--- src/design/bca_pkg.sv ---
// Shared types and constants for the block chain allocator.
// Depends on nothing; every other file of the block imports it.
package bca_pkg;

    localparam int BLK_W   = 11;
    localparam int LINK_W  = 12;
    localparam int CNT_W   = 12;
    localparam int BYTES_W = 20;
    localparam int OFF_W   = 12;
    localparam int BSIZE_W = 13;

    localparam logic [LINK_W-1:0]  END_OF_CHAIN = 12'hFFF;
    localparam logic [BSIZE_W-1:0] BSIZE_RESET  = 13'd510;
    localparam logic [BSIZE_W-1:0] BSIZE_MAX    = 13'd4096;

    typedef enum logic [1:0] {
        CMD_ALLOC  = 2'd0,
        CMD_FREE   = 2'd1,
        CMD_LOCATE = 2'd2,
        CMD_NONE   = 2'd3
    } cmd_t;

    typedef enum logic [1:0] {
        ST_OK         = 2'd0,
        ST_NO_SPACE   = 2'd1,
        ST_ZERO_SIZE  = 2'd2,
        ST_PAST_END   = 2'd3
    } status_t;

    typedef struct packed {
        logic [1:0]         command;
        logic [BLK_W-1:0]   start_block;
        logic [BYTES_W-1:0] byte_count;
        logic [BYTES_W-1:0] byte_offset;
    } bca_in_t;

    typedef struct packed {
        logic [1:0]       status;
        logic [BLK_W-1:0] block_index;
        logic [OFF_W-1:0] offset_in_block;
        logic [CNT_W-1:0] free_blocks;
    } bca_out_t;

    // One cycle's access to the free map and link table.
    typedef struct packed {
        logic [BLK_W-1:0]  raddr;
        logic              fm_we;
        logic [BLK_W-1:0]  fm_waddr;
        logic              fm_wdata;
        logic              ln_we;
        logic [BLK_W-1:0]  ln_waddr;
        logic [LINK_W-1:0] ln_wdata;
    } mem_req_t;

endpackage

--- src/design/bca_div.sv ---
// Iterative restoring divider, one quotient bit per cycle.
// Depends on bca_pkg for the field widths.
module bca_div (
    input  logic                          aclk,
    input  logic                          aresetn,
    input  logic                          start,
    input  logic [bca_pkg::BYTES_W-1:0]   dividend,
    input  logic [bca_pkg::BSIZE_W-1:0]   divisor,
    output logic                          done,
    output logic [bca_pkg::BYTES_W-1:0]   quot,
    output logic [bca_pkg::OFF_W-1:0]     rem
);
    import bca_pkg::*;

    localparam int CW = $clog2(BYTES_W);

    logic                busy_reg, busy_next;
    logic                done_reg, done_next;
    logic [CW-1:0]       cnt_reg, cnt_next;
    logic [BYTES_W-1:0]  quot_reg, quot_next;
    logic [OFF_W-1:0]    rem_reg, rem_next;
    logic [BSIZE_W-1:0]  dvs_reg, dvs_next;
    logic [BSIZE_W-1:0]  trial;
    logic [BSIZE_W-1:0]  diff;
    logic                ge;

    // One shift-and-subtract step; the remainder stays below the divisor.
    assign trial = {rem_reg, quot_reg[BYTES_W-1]};
    assign ge    = (trial >= dvs_reg);
    assign diff  = trial - dvs_reg;

    always_comb begin
        busy_next = busy_reg;
        done_next = 1'b0;
        cnt_next  = cnt_reg;
        quot_next = quot_reg;
        rem_next  = rem_reg;
        dvs_next  = dvs_reg;
        if (start) begin
            busy_next = 1'b1;
            cnt_next  = CW'(BYTES_W - 1);
            quot_next = dividend;
            rem_next  = '0;
            dvs_next  = divisor;
        end else if (busy_reg) begin
            quot_next = {quot_reg[BYTES_W-2:0], ge};
            rem_next  = ge ? diff[OFF_W-1:0] : trial[OFF_W-1:0];
            cnt_next  = cnt_reg - 1'b1;
            if (cnt_reg == '0) begin
                busy_next = 1'b0;
                done_next = 1'b1;
            end
        end
    end

    always_ff @(posedge aclk) begin
        if (!aresetn) begin
            busy_reg <= 1'b0;
            done_reg <= 1'b0;
        end else begin
            busy_reg <= busy_next;
            done_reg <= done_next;
        end
    end

    always_ff @(posedge aclk) begin
        cnt_reg  <= cnt_next;
        quot_reg <= quot_next;
        rem_reg  <= rem_next;
        dvs_reg  <= dvs_next;
    end

    assign done = done_reg;
    assign quot = quot_reg;
    assign rem  = rem_reg;

endmodule

--- config.mk ---
export PLATFORM = sky130hd
export DESIGN_NAME = bca_div
export DESIGN_NICKNAME = d
export VERILOG_FILES = /design/src/design/bca_pkg.sv /design/src/design/bca_div.sv
export SDC_FILE = /design/constraint.sdc
export NUM_CORES = 1
export LEC_CHECK = 0
export ABC_AREA = 1
export BUFFER_PORTS_ARGS = -buffer_cell sky130_fd_sc_hd__buf_4
export CORE_ASPECT_RATIO = 1.5
export CORE_MARGIN = 2
export CORE_UTILIZATION = 25
export CTS_CLUSTER_DIAMETER = 150
export DETAILED_ROUTE_END_ITERATION = 12
export PLACE_DENSITY = 0.4
export SLEW_MARGIN = 20
export SYNTH_ARGS = -nofsm -noshare
export SYNTH_HDL_FRONTEND = slang
export SYNTH_SLANG_ARGS = --single-unit
--- constraint.sdc ---
create_clock -name aclk -period 1.85 [get_ports aclk]
set_input_delay 0.37 -clock aclk [delete_from_list [all_inputs] [get_ports aclk]]
set_output_delay 0.37 -clock aclk [all_outputs]
set_load 0.02 [all_outputs]
# After elaboration in Yosys (flattened, before gate mapping)
# Cells that the tools add are included.
totals:
  latch_bits: 0
  input_bits: 36
  romBits: 0
  register_bits: 52
  mem_count: 0
  ram_bits: 0
op_classes:
  shifts: 0
  eq_ne: 0
  n_bitwise: 2
  addsub: 2
  order_cmp: 1
  div_mod_pow: 0
  mul: 0
  muxes: 7
  n_reduce_logical: 3
ops:
  columns: ["operator", "count"]
  rows:
  - ["20-bit 2-to-1 mux", 2]
  - ["13-bit >= comparator", 1]
  - ["12-bit 2-to-1 mux", 1]
  - ["12-bit subtractor", 1]
  - ["5-bit logical NOT", 1]
  - ["5-bit by 1-bit subtractor with 5-bit output, second input constant", 1]
  - ["1-bit 2-to-1 mux", 4]
  - ["3-bit OR reduction", 1]
  - ["1-bit NOT", 2]
  - ["2-bit nonzero test", 1]

# Longest topological paths before layout
depth:
  word_depth: 4
  depth_mapped: 12
  ltp_nobuf: 12

# Least setup slack after synthesis
# OpenSTA, ideal clock, no wires.
synth_timing:
  path_type: "reg-to-reg"
  from: "reg quot_reg[19] (netlist: quot[19])"
  to: "reg rem_reg[6] (netlist: rem[6])"
  setup_slack_ns: -0.022
  setup_time_ns: 0.113
  period_less_slack_ns: 1.872
  t_required_ns: 1.737
  path_stages_with_launch: 12
  arrival_time_ns: 1.759
  cell_sequence: "edfxtp_1 -> inv_1 -> ha_1 -> fa_1 -> inv_1 -> nand3_1 -> nand3_1 -> nand2_1 -> a21boi_0 -> o21ai_0 -> nand3_1 -> nand2_1"
synth_between:
  elab_chain_len: 2
  word_cells_on_any_way: 3
synth_rtl:
  columns: ["element", "line", "rtl"]
  rows:
  - ["start, declared", "bca_div.sv:20", "logic [BYTES_W-1:0] quot_reg, quot_next;"]
  - ["start signal, assigned", "bca_div.sv:68", "quot_reg <= quot_next;"]
  - ["12-bit subtractor or 13-bit >= comparator (tied branches)", "bca_div.sv:30, bca_div.sv:29", null]
  - ["12-bit 2-to-1 mux (*)", "bca_div.sv:47", "rem_next = ge ? diff[OFF_W-1:0] : trial[OFF_W-1:0];"]
  - ["end signal, assigned", "bca_div.sv:69", "rem_reg <= rem_next;"]
  - ["end, declared", "bca_div.sv:21", "logic [OFF_W-1:0] rem_reg, rem_next;"]
# Mark *: on every way between the ends. The rest lies on a longest branch, timed or not.
# A chain may end at the register's enable or synchronous reset.

# Worst setup path after layout
layout_timing:
  from: "reg dvs_reg[0]"
  to: "reg rem_reg[6] (netlist: rem[6])"
layout_between:
  elab_chain_len: 2
  word_cells_on_any_way: 3
layout_rtl:
  columns: ["element", "line", "rtl"]
  rows:
  - ["start, declared", "bca_div.sv:22", "logic [BSIZE_W-1:0] dvs_reg, dvs_next;"]
  - ["start signal, assigned", "bca_div.sv:70", "dvs_reg <= dvs_next;"]
  - ["12-bit subtractor or 13-bit >= comparator (tied branches)", "bca_div.sv:30, bca_div.sv:29", null]
  - ["12-bit 2-to-1 mux (*)", "bca_div.sv:47", null]
# Marked as above.

==> metrics.txt <==
# TYPE chip_impl_metric gauge
chip_impl_metric{name="achievable-frequency",unit="GHz"} 0.549
chip_impl_metric{name="cts-htree-levels",unit=""} 2
chip_impl_info{name="crit_chain",value="ha_4, fa_2, inv_2, nand3_2, nand3_2, nand2_2, a21boi_2, o21ai_2, nand3_1, nand2_1"} 1
chip_impl_metric{name="core",unit="um2"} 11400
chip_impl_metric{name="route.detailed.drc",unit=""} 0
chip_impl_metric{name="synth.ff_latch_count",unit=""} 52
chip_impl_metric{name="period_share",unit=""} 0.984
chip_impl_info{name="crit_path_frequent_cell",value="sky130_fd_sc_hd__nand3_2"} 1
chip_impl_metric{name="place_hpwl",unit="um"} 6220
chip_impl_metric{name="gp_routability_congestion",unit=""} 0.798
chip_impl_metric{name="intPower",unit="W"} 0.00221
chip_impl_metric{name="grt_remaining_overflow",unit=""} 0
chip_impl_metric{name="effective_utilization_at_floorplan",unit=""} 0.255
chip_impl_metric{name="synth-simple-area-share",unit=""} 0.326
chip_impl_metric{name="initial_antenna_violation_count",unit=""} 0
chip_impl_info{name="dominant_combinational_cell_family_by_area_after_synthesis",value="simple AND/OR/NAND/NOR gates"} 1
chip_impl_metric{name="first_pass_iters",unit=""} 4
chip_impl_metric{name="p_clk_frac",unit=""} 0.365
chip_impl_metric{name="reg2regPathDepth",unit=""} 10
chip_impl_info{name="outcome",value="finished, final reports clean"} 1
chip_impl_metric{name="hold_slack",unit="ns"} 0.241
chip_impl_metric{name="iteration_0_drc_count_of_the_detailed_router",unit=""} 118
chip_impl_metric{name="finalMaxSlewViolations",unit=""} 0
chip_impl_metric{name="power.net_switching",unit="W"} 0.000811
chip_impl_metric{name="layout_cells_sized_above_1",unit=""} 0.368
chip_impl_metric{name="clock_input_transition_at_the_sequential_cells_of_the_worst_setup_and_hold_paths",unit="ns"} 0.08
chip_impl_metric{name="clock-skew-final",unit="ns"} 0.00785
chip_impl_metric{name="worstMarginPinSlew",unit="ns"} 0.289
chip_impl_info{name="slowest_stage",value="sky130_fd_sc_hd__edfxtp_1"} 1
chip_impl_metric{name="drt-wirelength-per-cell",unit="um"} 14.0
chip_impl_metric{name="y_dimension_of_the_die",unit="um"} 136
chip_impl_info{name="crit-reg2reg-capture",value="rem[6]"} 1
chip_impl_metric{name="antenna-diode-count",unit=""} 0
chip_impl_metric{name="final_hold_viol_count",unit=""} 0
chip_impl_metric{name="fp.dieW",unit="um"} 92.2
chip_impl_metric{name="ios",unit=""} 69
chip_impl_metric{name="netlist_instances",unit=""} 371
chip_impl_metric{name="ctsHoldBuffers",unit=""} 0
chip_impl_metric{name="wire_length_of_the_first_global_routing_pass",unit="um"} 13500
chip_impl_metric{name="numPortBuffers",unit=""} 68
chip_impl_metric{name="critical-path-max-stage-delay",unit="ns"} 0.42
chip_impl_metric{name="via_total_after_detailed_routing",unit=""} 2706
chip_impl_info{name="rsz0062_at_grt",value="true"} 1
chip_impl_metric{name="cts_num_sinks",unit=""} 52
chip_impl_metric{name="clock_insertion_delay_worst_skew",unit="ns"} 0.30
chip_impl_metric{name="compound_gate_fraction_of_synth_area",unit=""} 0.0288
chip_impl_info{name="r2r_start",value="dvs_reg[0]"} 1
chip_impl_metric{name="setup_viol_count_final",unit=""} 0
chip_impl_metric{name="power.switching_fraction",unit=""} 0.268
chip_impl_metric{name="ant_nets",unit=""} 0
chip_impl_metric{name="worst_ir_drop_vdd",unit="mV"} 0.572
chip_impl_info{name="criticalPathCategory",value="reg2reg"} 1
chip_impl_metric{name="vias_per_cell",unit=""} 4.36
chip_impl_metric{name="postSynthNetCount",unit=""} 422
chip_impl_metric{name="largest_register_ff_count",unit=""} 20
chip_impl_metric{name="post-route-worst-setup-slack",unit="ns"} 0.0288
chip_impl_metric{name="track_usage",unit=""} 0.140
chip_impl_info{name="min-delay-path-class",value="in2reg"} 1
chip_impl_metric{name="die-area",unit="um2"} 12600
chip_impl_metric{name="ctsLongestPathBuffers",unit=""} 2
chip_impl_metric{name="ys_warn_count",unit=""} 0
chip_impl_metric{name="area.growth.synth_to_final",unit="%"} 47.5
chip_impl_metric{name="row_count",unit=""} 48
chip_impl_metric{name="critical_path_required",unit="ns"} 2.05
chip_impl_metric{name="timing.max_slew.rel_slack",unit=""} 0.808
chip_impl_metric{name="power_per_cell_area",unit="nW/um2"} 704
chip_impl_metric{name="yosys.area_share.xor_xnor",unit=""} 0.0150
chip_impl_metric{name="finalWorstPathRequiredPeriod",unit="ns"} 1.82
chip_impl_metric{name="max_cap_violations",unit=""} 0
chip_impl_metric{name="number_of_global_route_vias_before_repair",unit=""} 2786
chip_impl_metric{name="drt_wl_total",unit="um"} 8690
chip_impl_metric{name="synthDistinctLibCells",unit=""} 31
chip_impl_metric{name="combinationalPowerShare",unit=""} 0.183
chip_impl_metric{name="tritoncts.num_buffers",unit=""} 5
chip_impl_metric{name="synth_area",unit="um2"} 2910
chip_impl_metric{name="critical_path_arrival",unit="ns"} 2.02
chip_impl_info{name="setup_crit_end_kind",value="flop"} 1
chip_impl_metric{name="pre_cts_slack",unit="ns"} -0.119
chip_impl_metric{name="static-leakage-power",unit="nW"} 2.12
chip_impl_info{name="timing.critical_path.from",value="dvs_reg[0]"} 1
chip_impl_info{name="critical_path.startpoint_type",value="flop"} 1
chip_impl_info{name="cts_root_buffer",value="sky130_fd_sc_hd__clkbuf_16"} 1
chip_impl_metric{name="worstPathMaxFanout",unit=""} 3
chip_impl_metric{name="power_frac_seq",unit=""} 0.452
chip_impl_metric{name="number_of_nets_in_the_layout",unit=""} 520
chip_impl_metric{name="synth.avg_cell_area",unit="um2"} 7.85
chip_impl_info{name="worst_setup_path_endpoint",value="rem[6]"} 1
chip_impl_metric{name="synth_adder_area_share",unit=""} 0.0670
chip_impl_metric{name="pin_count_of_the_biggest_net_entering_global_routing",unit=""} 22
chip_impl_metric{name="post-layout-total-power",unit="W"} 0.00303
chip_impl_metric{name="yosysSeqAreaShare",unit=""} 0.471
chip_impl_info{name="tritoncts",value="built"} 1
chip_impl_metric{name="regToRegSetupSlack",unit="ns"} 0.03
chip_impl_metric{name="multiplexer_fraction_of_the_synthesized_cell_area",unit=""} 0
==> layout by cell type, fill, tap and decap left out, drive strengths merged <==
cell      count
nor3          1
o211ai        2
nor2         20
nand3        29
edfxtp       33
a21boi        1
dfxtp        19
ha           14
and3          1
and2          1
clkbuf        6
inv          57
fa            1
bufinv        1
xnor2         4
xor2          1
nand4        15
a22oi         1
buf         100
clkinv        1
o21ai         3
nor3b         2
a21oi         7
nand2       149
clkinvlp      1
==> kinds of logic (layout without fill, tap and decap cells) <==
group | after synthesis | after routing
XOR/XNOR | 5 | 5
flip-flops | 52 | 52
AND/OR/NAND/NOR | 217 | 218
adder cells (fa/ha/maj) | 15 | 15
AO/OA/AOI/OAI | 14 | 14
buffers and inverters | 68 | 166
==> worst max-delay path, delay by kind of cell (launching register included) <==
| kind | cells | cell delay, ns |
|---|---|---|
| AO/OA/AOI/OAI | 2 | 0.25 |
| adder cells (fa/ha/maj) | 2 | 0.59 |
| flip-flops | 1 | 0.42 |
| buffers and inverters | 1 | 0.08 |
| AND/OR/NAND/NOR | 5 | 0.40 |
==> area by class of cell <==
class / count / area, um2
Clock buffer: 5 / 125
Clock inverter: 3 / 42.5
Fill cell: 1204 / 7110
Inverter: 57 / 214
Multi-Input combinational cell: 252 / 1570
Sequential cell: 52 / 1370
Tap cell: 150 / 188
Timing Repair Buffer: 101 / 791
==> Yosys cell counts <==
cell type,number,share of area
sky130_fd_sc_hd__a21boi_0,1,0.0026
sky130_fd_sc_hd__a21oi_1,6,0.010
sky130_fd_sc_hd__a21oi_2,1,0.0030
sky130_fd_sc_hd__a22oi_1,1,0.0026
sky130_fd_sc_hd__and2_1,1,0.0021
sky130_fd_sc_hd__and3_1,1,0.0021
sky130_fd_sc_hd__buf_2,3,0.0052
sky130_fd_sc_hd__buf_4,1,0.0026
sky130_fd_sc_hd__buf_6,1,0.0039
sky130_fd_sc_hd__clkbuf_1,6,0.0077
sky130_fd_sc_hd__dfxtp_1,19,0.13
sky130_fd_sc_hd__edfxtp_1,33,0.34
sky130_fd_sc_hd__fa_1,1,0.0069
sky130_fd_sc_hd__ha_1,14,0.060
sky130_fd_sc_hd__inv_1,56,0.072
sky130_fd_sc_hd__inv_2,1,0.0013
sky130_fd_sc_hd__nand2_1,146,0.19
sky130_fd_sc_hd__nand2_2,3,0.0064
sky130_fd_sc_hd__nand3_1,23,0.040
sky130_fd_sc_hd__nand3_2,4,0.014
sky130_fd_sc_hd__nand3_4,1,0.0060
sky130_fd_sc_hd__nand4_1,14,0.030
sky130_fd_sc_hd__nand4_2,1,0.0043
sky130_fd_sc_hd__nor2_1,19,0.024
sky130_fd_sc_hd__nor2_2,1,0.0021
sky130_fd_sc_hd__nor3_1,1,0.0017
sky130_fd_sc_hd__nor3b_1,2,0.0052
sky130_fd_sc_hd__o211ai_1,2,0.0052
sky130_fd_sc_hd__o21ai_0,3,0.0052
sky130_fd_sc_hd__xnor2_1,4,0.012
sky130_fd_sc_hd__xor2_1,1,0.0030
==> power by group through the flow <==
stage          sequential (W)  combinational, W  clock, W
2_1_floorplan         0.00144          0.000199         0
3_3_place_gp          0.00139          0.000478         0
3_5_place_dp          0.00139          0.000480         0
4_1_cts               0.00136          0.000500   0.00113
5_1_grt               0.00138          0.000607   0.00118
6_report              0.00137          0.000555   0.00111
==> metal layers <==
metal	wire, um	vias up	global-route usage	share of wire
met5	0	-	0	0
met4	231	0	0.0531	0.027
met3	384	13	0.0310	0.044
met2	4740	54	0.272	0.55
met1	3330	1259	0.145	0.38
li1	-	1380	-	-
==> repair_timing <==
item | in CTS | in global routing
gates resized for setup | 19 | 49
setup endpoints to repair | 8 | 13
pin swaps | 2 | 23
cloned | 2 | 1
endpoints found under the hold margin | 0 | 0
buffers inserted | 1 | 7
==> stage by stage <==
step            util  TNS [ns]  instance area, um2  std cells
2_1_floorplan      -         0                2920        371
3_3_place_gp   0.327    -0.246                3730        601
3_5_place_dp   0.327    -0.210                3730        601
4_1_cts        0.351         0                4010        612
5_1_grt        0.377    -0.270                4300        620
6_report       0.377         0                4300        620
==> worst min-delay path by stage <==
stage                startpoint  cells after the start  slack, ns          end
global route         divisor[6]                      1       0.23   dvs_reg[6]
global placement     cnt_reg[4]                      2       0.46   cnt_reg[4]
floorplan            cnt_reg[4]                      2       0.45   cnt_reg[4]
detailed placement   cnt_reg[4]                      2       0.47   cnt_reg[4]
finish              divisor[12]                      1       0.24  dvs_reg[12]
CTS                 divisor[12]                      1       0.24  dvs_reg[12]
Power figures use the tool's default switching activity.
